<file path="src/rtl/core/mspt_pkg.sv">
// Shared types, codes and constants of the multi-slot periodic timer.
package mspt_pkg;

  localparam int TIME_W        = 48;
  localparam int PER_W         = 16;
  localparam int IDX_W         = 32;
  localparam int DL_W          = TIME_W + 1;
  localparam int SLOT_W        = 3;
  localparam int SLOTS_DEF     = 8;
  localparam int QDEPTH        = 2;
  localparam logic [PER_W-1:0] MAX_SLEEP_RST = 16'd200;

  // Request codes as they arrive on the input channel.
  localparam logic [1:0] REQ_REG   = 2'd0;
  localparam logic [1:0] REQ_UNREG = 2'd1;
  localparam logic [1:0] REQ_POLL  = 2'd2;

  typedef enum logic [1:0] {
    OP_REG,
    OP_UNREG,
    OP_POLL
  } cmd_op_t;

  typedef enum logic [1:0] {
    EV_REG,
    EV_UNREG,
    EV_FIRE,
    EV_SLEEP
  } evt_kind_t;

  typedef enum logic [3:0] {
    ST_IDLE,
    ST_REG,
    ST_UNREG_RD,
    ST_UNREG_CHK,
    ST_POLL_RD,
    ST_POLL_CHK,
    ST_POLL_DIV,
    ST_POLL_FIRE,
    ST_SUMMARY
  } back_state_t;

  typedef struct packed {
    cmd_op_t           op;
    logic [SLOT_W-1:0] slot;
    logic [PER_W-1:0]  period;
    logic [TIME_W-1:0] now;
  } cmd_t;

  typedef struct packed {
    logic [TIME_W-1:0] start;
    logic [PER_W-1:0]  period;
    logic [IDX_W-1:0]  index;
    logic [DL_W-1:0]   deadline;
    logic [TIME_W-1:0] prev_fire;
  } ent_t;

  typedef struct packed {
    logic [SLOT_W-1:0] slot;
    evt_kind_t         kind;
    logic [TIME_W-1:0] ev_time;
    logic [TIME_W-1:0] elapsed;
    logic [PER_W-1:0]  sleep_ms;
    logic              last;
  } evt_t;

endpackage

</file>
<file path="src/rtl/core/mspt_ram.sv">
// Generic single-write, single-read RAM with registered read data.
module mspt_ram #(
  parameter int WIDTH = 8,
  parameter int DEPTH = 8,
  parameter int AW    = (DEPTH > 1) ? $clog2(DEPTH) : 1
) (
  input  logic             clk,
  input  logic             we,
  input  logic [AW-1:0]    waddr,
  input  logic [WIDTH-1:0] wdata,
  input  logic             re,
  input  logic [AW-1:0]    raddr,
  output logic [WIDTH-1:0] rdata
);

  logic [WIDTH-1:0] mem [DEPTH];

  always_ff @(posedge clk) begin
    if (we) begin
      mem[waddr] <= wdata;
    end
    if (re) begin
      rdata <= mem[raddr];
    end
  end

endmodule

</file>
<file path="src/rtl/core/mspt_div.sv">
// Restoring divider, one quotient bit per cycle, for the catch-up computation.
module mspt_div (
  input  logic                       clk,
  input  logic                       rst_n,
  input  logic                       start,
  input  logic [mspt_pkg::TIME_W-1:0] dividend,
  input  logic [mspt_pkg::PER_W-1:0]  divisor,
  output logic                       done,
  output logic [mspt_pkg::TIME_W-1:0] quot,
  output logic [mspt_pkg::PER_W-1:0]  rem
);
  import mspt_pkg::*;

  localparam int CNT_W = $clog2(TIME_W);

  logic             busy_r, busy_nxt;
  logic             done_r, done_nxt;
  logic [CNT_W-1:0] cnt_r, cnt_nxt;
  logic [TIME_W-1:0] q_r, q_nxt;
  logic [PER_W-1:0]  rem_r, rem_nxt;
  logic [PER_W-1:0]  dvs_r, dvs_nxt;
  logic [PER_W:0]    rem_sh;
  logic              ge;

  always_comb begin
    rem_sh   = {rem_r, q_r[TIME_W-1]};
    ge       = rem_sh >= {1'b0, dvs_r};
    busy_nxt = busy_r;
    done_nxt = 1'b0;
    cnt_nxt  = cnt_r;
    q_nxt    = q_r;
    rem_nxt  = rem_r;
    dvs_nxt  = dvs_r;
    if (start) begin
      busy_nxt = 1'b1;
      cnt_nxt  = '0;
      q_nxt    = dividend;
      rem_nxt  = '0;
      dvs_nxt  = divisor;
    end else if (busy_r) begin
      q_nxt   = {q_r[TIME_W-2:0], ge};
      rem_nxt = ge ? PER_W'(rem_sh - {1'b0, dvs_r}) : rem_sh[PER_W-1:0];
      cnt_nxt = cnt_r + 1'b1;
      if (cnt_r == CNT_W'(TIME_W - 1)) begin
        busy_nxt = 1'b0;
        done_nxt = 1'b1;
      end
    end
  end

  always_ff @(posedge clk) begin
    if (!rst_n) begin
      busy_r <= 1'b0;
      done_r <= 1'b0;
      cnt_r  <= '0;
    end else begin
      busy_r <= busy_nxt;
      done_r <= done_nxt;
      cnt_r  <= cnt_nxt;
    end
  end

  always_ff @(posedge clk) begin
    q_r   <= q_nxt;
    rem_r <= rem_nxt;
    dvs_r <= dvs_nxt;
  end

  assign done = done_r;
  assign quot = q_r;
  assign rem  = rem_r;

endmodule

</file>
<file path="src/rtl/core/mspt_fifo.sv">
// Short command queue between the request front end and the slot engine.
module mspt_fifo (
  input  logic           clk,
  input  logic           rst_n,
  input  logic           push,
  input  mspt_pkg::cmd_t push_data,
  input  logic           pop,
  output mspt_pkg::cmd_t head,
  output logic           full,
  output logic           empty
);
  import mspt_pkg::*;

  localparam int PW = (QDEPTH > 1) ? $clog2(QDEPTH) : 1;
  localparam int CW = $clog2(QDEPTH + 1);

  cmd_t          mem_r [QDEPTH];
  logic [PW-1:0] wr_r, wr_nxt;
  logic [PW-1:0] rd_r, rd_nxt;
  logic [CW-1:0] cnt_r, cnt_nxt;
  logic          do_push, do_pop;

  assign full    = cnt_r == CW'(QDEPTH);
  assign empty   = cnt_r == '0;
  assign do_push = push && !full;
  assign do_pop  = pop && !empty;
  assign head    = mem_r[rd_r];

  always_comb begin
    wr_nxt  = wr_r;
    rd_nxt  = rd_r;
    cnt_nxt = cnt_r;
    if (do_push) begin
      wr_nxt = (wr_r == PW'(QDEPTH - 1)) ? '0 : wr_r + 1'b1;
    end
    if (do_pop) begin
      rd_nxt = (rd_r == PW'(QDEPTH - 1)) ? '0 : rd_r + 1'b1;
    end
    if (do_push && !do_pop) begin
      cnt_nxt = cnt_r + 1'b1;
    end else if (do_pop && !do_push) begin
      cnt_nxt = cnt_r - 1'b1;
    end
  end

  always_ff @(posedge clk) begin
    if (!rst_n) begin
      wr_r  <= '0;
      rd_r  <= '0;
      cnt_r <= '0;
    end else begin
      wr_r  <= wr_nxt;
      rd_r  <= rd_nxt;
      cnt_r <= cnt_nxt;
    end
  end

  always_ff @(posedge clk) begin
    if (do_push) begin
      mem_r[wr_r] <= push_data;
    end
  end

endmodule

</file>
<file path="src/rtl/core/mspt_front.sv">
// Request front end: accepts input transactions and turns them into commands.
module mspt_front #(
  parameter int SLOTS = mspt_pkg::SLOTS_DEF
) (
  input  logic                        in_valid,
  output logic                        in_stall,
  input  logic [1:0]                  in_req_type,
  input  logic [mspt_pkg::SLOT_W-1:0] in_slot,
  input  logic [mspt_pkg::PER_W-1:0]  in_period,
  input  logic [mspt_pkg::TIME_W-1:0] in_now,
  input  logic                        q_full,
  output logic                        q_push,
  output mspt_pkg::cmd_t              q_data
);
  import mspt_pkg::*;

  logic slot_ok;
  logic keep;

  assign slot_ok  = 32'(in_slot) < 32'(SLOTS);
  assign in_stall = q_full;

  always_comb begin
    keep          = 1'b0;
    q_data.op     = OP_POLL;
    q_data.slot   = in_slot;
    q_data.period = (in_period == '0) ? PER_W'(1) : in_period;
    q_data.now    = in_now;
    case (in_req_type)
      REQ_REG: begin
        q_data.op = OP_REG;
        keep      = slot_ok;
      end
      REQ_UNREG: begin
        q_data.op = OP_UNREG;
        keep      = slot_ok;
      end
      REQ_POLL: begin
        q_data.op = OP_POLL;
        keep      = 1'b1;
      end
      default: begin
        keep = 1'b0;
      end
    endcase
  end

  // Type 3 and out-of-range (un)register requests are dropped here.
  assign q_push = in_valid && !q_full && keep;

endmodule

</file>
<file path="src/rtl/core/mspt_back.sv">
// Slot engine: executes commands against the slot table and emits events.
module mspt_back #(
  parameter int SLOTS = mspt_pkg::SLOTS_DEF
) (
  input  logic                       clk,
  input  logic                       rst_n,
  input  logic [mspt_pkg::PER_W-1:0] max_sleep,
  input  logic                       q_empty,
  input  mspt_pkg::cmd_t             q_head,
  output logic                       q_pop,
  output logic                       out_valid,
  input  logic                       out_stall,
  output mspt_pkg::evt_t             out_evt
);
  import mspt_pkg::*;

  localparam int AW = (SLOTS > 1) ? $clog2(SLOTS) : 1;
  localparam int EW = $bits(ent_t);

  back_state_t      state_r, state_nxt;
  cmd_t             cmd_r, cmd_nxt;
  logic [AW-1:0]    idx_r, idx_nxt;
  logic [PER_W-1:0] best_r, best_nxt;
  logic [SLOTS-1:0] active_r, active_nxt;
  logic             out_valid_r;
  evt_t             out_r;

  logic             emit;
  evt_t             emit_evt;
  logic             out_free;
  logic             adv;
  logic [AW-1:0]    slot_a;
  logic [AW-1:0]    head_a;

  logic             ram_we, ram_re;
  logic [AW-1:0]    ram_waddr, ram_raddr;
  ent_t             ram_wdata, ram_rdata;
  logic [EW-1:0]    ram_rbits;

  logic              div_start, div_done;
  logic [TIME_W-1:0] div_q;
  logic [PER_W-1:0]  div_r;

  logic              due;
  logic [DL_W-1:0]   wait_ms;
  logic [PER_W-1:0]  fire_wait;

  mspt_ram #(
    .WIDTH (EW),
    .DEPTH (SLOTS),
    .AW    (AW)
  ) u_ram (
    .clk   (clk),
    .we    (ram_we),
    .waddr (ram_waddr),
    .wdata (ram_wdata),
    .re    (ram_re),
    .raddr (ram_raddr),
    .rdata (ram_rbits)
  );

  assign ram_rdata = ent_t'(ram_rbits);

  mspt_div u_div (
    .clk      (clk),
    .rst_n    (rst_n),
    .start    (div_start),
    .dividend (cmd_r.now - ram_rdata.start),
    .divisor  (ram_rdata.period),
    .done     (div_done),
    .quot     (div_q),
    .rem      (div_r)
  );

  assign slot_a    = AW'(cmd_r.slot);
  assign head_a    = AW'(q_head.slot);
  assign out_free  = !out_valid_r || !out_stall;
  assign due       = {1'b0, cmd_r.now} >= ram_rdata.deadline;
  assign wait_ms   = ram_rdata.deadline - {1'b0, cmd_r.now};
  assign fire_wait = ram_rdata.period - div_r;

  always_comb begin
    state_nxt  = state_r;
    cmd_nxt    = cmd_r;
    idx_nxt    = idx_r;
    best_nxt   = best_r;
    active_nxt = active_r;
    q_pop      = 1'b0;
    emit       = 1'b0;
    adv        = 1'b0;
    ram_we     = 1'b0;
    ram_re     = 1'b0;
    ram_waddr  = idx_r;
    ram_raddr  = idx_r;
    div_start  = 1'b0;

    emit_evt.slot     = cmd_r.slot;
    emit_evt.kind     = EV_REG;
    emit_evt.ev_time  = cmd_r.now;
    emit_evt.elapsed  = '0;
    emit_evt.sleep_ms = '0;
    emit_evt.last     = 1'b1;

    ram_wdata.start     = cmd_r.now;
    ram_wdata.period    = cmd_r.period;
    ram_wdata.index     = IDX_W'(1);
    ram_wdata.deadline  = {1'b0, cmd_r.now} + DL_W'(cmd_r.period);
    ram_wdata.prev_fire = cmd_r.now;

    case (state_r)
      ST_IDLE: begin
        if (!q_empty) begin
          q_pop   = 1'b1;
          cmd_nxt = q_head;
          case (q_head.op)
            OP_REG: begin
              state_nxt = ST_REG;
            end
            OP_UNREG: begin
              if (active_r[head_a]) begin
                state_nxt = ST_UNREG_RD;
              end
            end
            OP_POLL: begin
              idx_nxt   = '0;
              best_nxt  = max_sleep;
              state_nxt = ST_POLL_RD;
            end
            default: begin
              state_nxt = ST_IDLE;
            end
          endcase
        end
      end
      ST_REG: begin
        if (out_free) begin
          emit = 1'b1;
          if (!active_r[slot_a]) begin
            ram_we             = 1'b1;
            ram_waddr          = slot_a;
            active_nxt[slot_a] = 1'b1;
          end
          state_nxt = ST_IDLE;
        end
      end
      ST_UNREG_RD: begin
        ram_re             = 1'b1;
        ram_raddr          = slot_a;
        active_nxt[slot_a] = 1'b0;
        state_nxt          = ST_UNREG_CHK;
      end
      ST_UNREG_CHK: begin
        emit_evt.kind    = EV_UNREG;
        emit_evt.elapsed = cmd_r.now - ram_rdata.prev_fire;
        if (cmd_r.now > ram_rdata.prev_fire) begin
          if (out_free) begin
            emit      = 1'b1;
            state_nxt = ST_IDLE;
          end
        end else begin
          state_nxt = ST_IDLE;
        end
      end
      ST_POLL_RD: begin
        if (active_r[idx_r]) begin
          ram_re    = 1'b1;
          state_nxt = ST_POLL_CHK;
        end else begin
          adv = 1'b1;
        end
      end
      ST_POLL_CHK: begin
        if (due) begin
          div_start = 1'b1;
          state_nxt = ST_POLL_DIV;
        end else begin
          if (wait_ms < DL_W'(best_r)) begin
            best_nxt = wait_ms[PER_W-1:0];
          end
          adv = 1'b1;
        end
      end
      ST_POLL_DIV: begin
        if (div_done) begin
          state_nxt = ST_POLL_FIRE;
        end
      end
      ST_POLL_FIRE: begin
        emit_evt.slot    = SLOT_W'(idx_r);
        emit_evt.kind    = EV_FIRE;
        emit_evt.elapsed = cmd_r.now - ram_rdata.prev_fire;
        emit_evt.last    = 1'b0;
        // New deadline is start + (q + 1) * period, which equals now + period - rem.
        ram_wdata.start    = ram_rdata.start;
        ram_wdata.period   = ram_rdata.period;
        ram_wdata.index    = div_q[IDX_W-1:0] + IDX_W'(1);
        ram_wdata.deadline = {1'b0, cmd_r.now} + DL_W'(fire_wait);
        if (out_free) begin
          emit   = 1'b1;
          ram_we = 1'b1;
          if (fire_wait < best_r) begin
            best_nxt = fire_wait;
          end
          adv = 1'b1;
        end
      end
      ST_SUMMARY: begin
        emit_evt.slot     = '0;
        emit_evt.kind     = EV_SLEEP;
        emit_evt.sleep_ms = best_r;
        if (out_free) begin
          emit      = 1'b1;
          state_nxt = ST_IDLE;
        end
      end
      default: begin
        state_nxt = ST_IDLE;
      end
    endcase

    if (adv) begin
      if (idx_r == AW'(SLOTS - 1)) begin
        state_nxt = ST_SUMMARY;
      end else begin
        idx_nxt   = idx_r + 1'b1;
        state_nxt = ST_POLL_RD;
      end
    end
  end

  always_ff @(posedge clk) begin
    if (!rst_n) begin
      state_r     <= ST_IDLE;
      active_r    <= '0;
      out_valid_r <= 1'b0;
      idx_r       <= '0;
    end else begin
      state_r  <= state_nxt;
      active_r <= active_nxt;
      idx_r    <= idx_nxt;
      if (emit) begin
        out_valid_r <= 1'b1;
      end else if (!out_stall) begin
        out_valid_r <= 1'b0;
      end
    end
  end

  always_ff @(posedge clk) begin
    cmd_r  <= cmd_nxt;
    best_r <= best_nxt;
    if (emit) begin
      out_r <= emit_evt;
    end
  end

  assign out_valid = out_valid_r;
  assign out_evt   = out_r;

endmodule

</file>
<file path="src/rtl/core/multi_slot_periodic_timer.sv">
// Top level of the multi-slot periodic timer.
//
// A table of SLOTS periodic timers driven by requests that each carry the current time in
// milliseconds. A register request always returns one update transaction with elapsed zero and
// arms the slot if it was free; an unregister request frees an armed slot and returns the time
// since its previous fire when that is positive; a poll returns one fire transaction for every
// due slot in ascending slot order, skipping missed periods, followed by a sleep summary that
// gives the time to the nearest deadline capped by the max_sleep register (reset value 200).
// Requests of type 3 and register or unregister requests naming a slot at or beyond SLOTS are
// accepted and produce nothing. Requests enter a two-entry command queue, so the input side keeps
// accepting while the slot engine works or the output side stalls, until the queue is full. The
// costliest part of a poll is a due slot, whose catch-up index comes from the bit-serial
// divider, one quotient bit per cycle over the 48-bit elapsed time, which holds the engine in
// its divide state until the quotient is complete; the rest comes from the slot RAM, which
// takes one registered read per armed slot. Configuration writes are always taken (cfg_ready
// is tied high) and must only be made while the block is idle.
module multi_slot_periodic_timer #(
  parameter int SLOTS = mspt_pkg::SLOTS_DEF
) (
  input  logic                        clk,
  input  logic                        rst_n,
  // Request channel.
  input  logic                        in_valid,
  output logic                        in_stall,
  input  logic [1:0]                  in_req_type,
  input  logic [mspt_pkg::SLOT_W-1:0] in_slot,
  input  logic [mspt_pkg::PER_W-1:0]  in_period,
  input  logic [mspt_pkg::TIME_W-1:0] in_now,
  // Event channel.
  output logic                        out_valid,
  input  logic                        out_stall,
  output logic [mspt_pkg::SLOT_W-1:0] out_slot,
  output logic [1:0]                  out_event_kind,
  output logic [mspt_pkg::TIME_W-1:0] out_event_time,
  output logic [mspt_pkg::TIME_W-1:0] out_elapsed,
  output logic [mspt_pkg::PER_W-1:0]  out_sleep_ms,
  output logic                        out_last,
  // Configuration channel for max_sleep.
  input  logic                        cfg_valid,
  output logic                        cfg_ready,
  input  logic [mspt_pkg::PER_W-1:0]  cfg_data
);
  import mspt_pkg::*;

  // The sleep cap register. A write is one transaction on the configuration channel.
  logic [PER_W-1:0] max_sleep_r;

  // Command queue between the front end and the slot engine.
  logic q_push, q_pop, q_full, q_empty;
  cmd_t q_data, q_head;

  // Event leaving the slot engine's output register.
  evt_t evt;

  assign cfg_ready = 1'b1;

  always_ff @(posedge clk) begin
    if (!rst_n) begin
      max_sleep_r <= MAX_SLEEP_RST;
    end else if (cfg_valid && cfg_ready) begin
      max_sleep_r <= cfg_data;
    end
  end

  // The front end drops type 3 and out-of-range (un)register requests; zero periods become one.
  mspt_front #(
    .SLOTS (SLOTS)
  ) u_front (
    .in_valid    (in_valid),
    .in_stall    (in_stall),
    .in_req_type (in_req_type),
    .in_slot     (in_slot),
    .in_period   (in_period),
    .in_now      (in_now),
    .q_full      (q_full),
    .q_push      (q_push),
    .q_data      (q_data)
  );

  mspt_fifo u_fifo (
    .clk       (clk),
    .rst_n     (rst_n),
    .push      (q_push),
    .push_data (q_data),
    .pop       (q_pop),
    .head      (q_head),
    .full      (q_full),
    .empty     (q_empty)
  );

  // The slot engine owns the slot table and the output register.
  mspt_back #(
    .SLOTS (SLOTS)
  ) u_back (
    .clk       (clk),
    .rst_n     (rst_n),
    .max_sleep (max_sleep_r),
    .q_empty   (q_empty),
    .q_head    (q_head),
    .q_pop     (q_pop),
    .out_valid (out_valid),
    .out_stall (out_stall),
    .out_evt   (evt)
  );

  assign out_slot       = evt.slot;
  assign out_event_kind = evt.kind;
  assign out_event_time = evt.ev_time;
  assign out_elapsed    = evt.elapsed;
  assign out_sleep_ms   = evt.sleep_ms;
  assign out_last       = evt.last;

endmodule

</file>
<file path="config.mk">
export PLATFORM = sky130hd
export DESIGN_NAME = multi_slot_periodic_timer
export DESIGN_NICKNAME = d
export VERILOG_FILES = /design/src/rtl/core/mspt_pkg.sv /design/src/rtl/core/mspt_ram.sv /design/src/rtl/core/mspt_div.sv /design/src/rtl/core/mspt_fifo.sv /design/src/rtl/core/mspt_front.sv /design/src/rtl/core/mspt_back.sv /design/src/rtl/core/multi_slot_periodic_timer.sv
export SDC_FILE = /design/constraint.sdc
export NUM_CORES = 2
export LEC_CHECK = 0
export BUFFER_PORTS_ARGS = -buffer_cell sky130_fd_sc_hd__buf_2
export CAP_MARGIN = 20
export CORE_ASPECT_RATIO = 0.75
export CORE_MARGIN = 4
export CORE_UTILIZATION = 43
export CTS_CLUSTER_DIAMETER = 120
export CTS_CLUSTER_SIZE = 28
export DETAILED_ROUTE_END_ITERATION = 8
export PLACE_DENSITY_LB_ADDON = 0.3
export SETUP_SLACK_MARGIN = 0.5
export SYNTH_ARGS = -nofsm -noshare
export SYNTH_HDL_FRONTEND = slang
export SYNTH_SLANG_ARGS = --single-unit
</file>
<file path="constraint.sdc">
create_clock -name clk -period 30.9 [get_ports clk]
set_input_delay 6.18 -clock clk [delete_from_list [all_inputs] [get_ports clk]]
set_output_delay 6.18 -clock clk [all_outputs]
set_load 0.1 [all_outputs]
</file>
==> metrics.md <==
| Metric | Value |
|---|---|
| FF+latch count, synth | 1,913 |
| Most frequent cells in the layout | edfxtp_1, mux4_2, nand2_1 |
| Final Setup Violations | 0 |
| Placed wire-length estimate | 123,000 um |
| Synthesized area | 82,800 um^2 |
| Placed insts | 7,730 |
| NetSw | 0.00311 W |
| Achievable Freq | 101 MHz |
| Final worst path period share | 32.0% |
| Critical path arrival | 10.24 ns |
| Synthesis-to-finish area growth | 8.05% |
| CTS tree | yes |
| Residual DRC count | 0 |
| Vias | 45.2k |
| Core area | 191,000 um^2 |
| Die Span Y | 388 um |
| Resize count post-CTS | 0 |
| Synth unique cells | 85 |
| Hold WS | 0.474 ns |
| Vias in the first global route | 44.2k |
| Register area | 56,800 um^2 |
| Synth top area cells | edfxtp_1, mux4_2, ha_1 |
| Avg Cell Area, Syn | 16.2 um^2 |
| Outcome | completed |
| Grt ovf | 0 |
| Final net count | 5,596 |
| Die Area | 200,000 um^2 |
| RSZ-0062 raised after global routing | no |
| Number of antenna violations at the first check in global routing | 4 |
| Async set-reset flop share out of synthesis | 0% |
| Commonest non-fill, non-tap cell in the layout | edfxtp_1 |
| Sw Ratio | 37.3% |
| Min Clock Period, post-route | 9.89 ns |
| Total track usage | 19.2% |
| CP peak stage delay | 0.84 ns |
| First-pass GRT wire length | 292,000 um |
| Pwr Total | 0.00834 W |
| Finished Layout Cells | 7,846 |
| Post-CTS Setup Bufs | 0 |
| CTS Buffer Depth | 3 |
| Clock network power share | 15.3% |
| CTS buffer count | 80 |
| Row cnt | 139 |
| Ys flop type | edfxtp_1 |
| Hold Fails Final Rpt | 0 |
| Critical path type | in2reg |
| Biggest area consumer among synthesized cells | edfxtp_1 |
| I/O Pins | 211 |
| Routed len/inst | 25.0 um |
| Total of max-cap violations | 0 |
| Yosys Warn Count | 0 |
| H-tree levels | 3 |
| Initial Utilization | 43.3% |
| Cells after Synth | 5,098 |
| Clock sink count | 1,913 |
| PwrDens | 93.2 nW/um^2 |
| Layout cells sized above 1 | 19.1% |
| Critical Path Fanout Max | 48 |
| Critical Path Slowest Stage Cell | buf_4 |
| Combinational share of power | 41.5% |
| Req. time, crit path | 31.24 ns |
| Final-report max-slew violation count | 0 |
| HP Class | reg2reg |
| Worst slew margin | 25.4% |
| Wirelength, routed | 196,000 um |
| Port buffer count | 209 |
| Post-Layout Inst Area | 89,500 um^2 |
| Cell Chain, Critical Path | buf_2 > nand2_1 > nand3_1 > a31oi_1 > nand3_1 > mux2i_1 > nand2b_1 > nor2_4 > buf_4 > buf_4 |
| Post-CTS Hold Buffers | 0 |
| Fillers | 16.2k |
| Routability cong. | 0.879 |
| Clock skew | 0.0644 ns |
| Setup TNS | 0 ns |
| Clk_lat worst skew | 0.76 ns |
| Pin count of the biggest net entering global routing | 134 |
| Buffers & Inverters on Critical Path | 3 |
| Crit start category | input port |
| Top cell type's share of synthesized area | 67.1% |
| CP top delay family | buffers and inverters |
| CP endpoint kind | register |
| Leak | 30.7 nW |
| Seq/Total Area, Yosys | 68.6% |
| Slew @ Worst Pin | 1.11 ns |
| Post-synth EDFFs | 1,852 |
| Initial DRC count | 5,155 |
| Final antenna-violating net count | 0 |
| Internal Pwr Total | 0.00523 W |
| Via-to-Cell Ratio | 5.76 |
| Register share of total power | 43.2% |
| Initial DRT Pass Iterations | 6 |
| Placement-stage cell area | 87,200 um^2 |
| Synthesized Nets | 5,418 |
| Maximum vdd drop | 0.0629 mV |
| Die width | 515 um |
| Multi-input logic area | 24,300 um^2 |
| CTS root buf | clkbuf_16 |
| Clock-pin slew on the worst setup and hold paths | 0.11 ns |
path summary, 6_finish.rpt:
path         cells after the start        startpoint  slack, ns                 endpoint
max                             10         out_stall      21.01  u_back.u_ram.mem[3][85]
min                              0  u_back.cmd_r[41]       0.47      u_back.out_evt[106]
max reg2reg                     17   u_back.cmd_r[1]      23.42      u_back.out_evt[101]
min reg2reg                      0  u_back.cmd_r[41]       0.47      u_back.out_evt[106]
flip-flops by register name, indices dropped and copies added, names as in the netlist, 48 cells and up, named ones only:
name	cells
u_back.cmd_r	64
u_back.out_evt	118
u_back.u_div.quot	48
u_back.u_ram.mem	1288
u_back.u_ram.rdata	161
u_fifo.mem_r	138
cells by family after synthesis:
logic type	synth area share, %
DFF	68.6
and+or+nand+nor	5.08
AOI/OAI and AO/OA	6.13
muxes	12.5
buffers and inverters	2.27
adders and majority gates	3.53
xor gates and xnor gates	1.90
other	0.00453
per-layer routing:
layer	global-route usage [%]	wire [um]
met5	0	0
met4	3.47	3170
met3	2.42	11800
met2	29.4	88300
met1	29.9	92500
through the flow:
stage | util (%) | setup slack, ns
4_1_cts | 46.7 | 21.00
6_report | 46.7 | 21.01
3_5_place_dp | 45.5 | 20.21
2_1_floorplan | - | 11.20
5_1_grt | 46.7 | 20.82
3_3_place_gp | 45.5 | 20.19
final cells by class:
type                            count  share of cell area (%)
Sequential cell                  1913                    63.5
Multi-Input combinational cell   2700                    27.1
Tap cell                         2538                    3.55
Clock buffer                      105                    2.41
Timing Repair Buffer              308                    2.13
Inverter                          273                    1.15
Clock inverter                      8                   0.137
Antenna cell                        1                 0.00280
cells in the mapped netlist, drive strengths merged (6+ instances only):
master and n:
edfxtp 1852, mux4 326, nand2 308, inv 272, o21ai 239, mux2 230, ha 224, nor2 218
a21oi 208, clkbuf 160, xnor2 121, a21o 88, nand3 70, dfxtp 61, xor2 59, buf 52
nor3 52, nor2b 49, nand2b 44, nand4 41, mux2i 40, o21bai 27, a211oi 26, a31oi 26
nor4 23, o21a 23, and2 22, o211ai 20, and3 18, o31ai 14, a21boi 13, a22oi 13
o31a 13, or2 13, nor3b 11, o41ai 8, or3 8, a211o 7, a2111oi 6, a311oi 6
and4 6, fa 6, o221ai 6
power by group through the flow:
stage	combinational, W	clock (W)	sequential (W)
6_report	0.00346	0.00128	0.00360
5_1_grt	0.00377	0.00141	0.00362
4_1_cts	0.00345	0.00132	0.00360
3_5_place_dp	0.00343	0	0.00366
3_3_place_gp	0.00338	0	0.00365
2_1_floorplan	0.00227	0	0.00384
No activity file was read; power rests on OpenSTA's default activity.
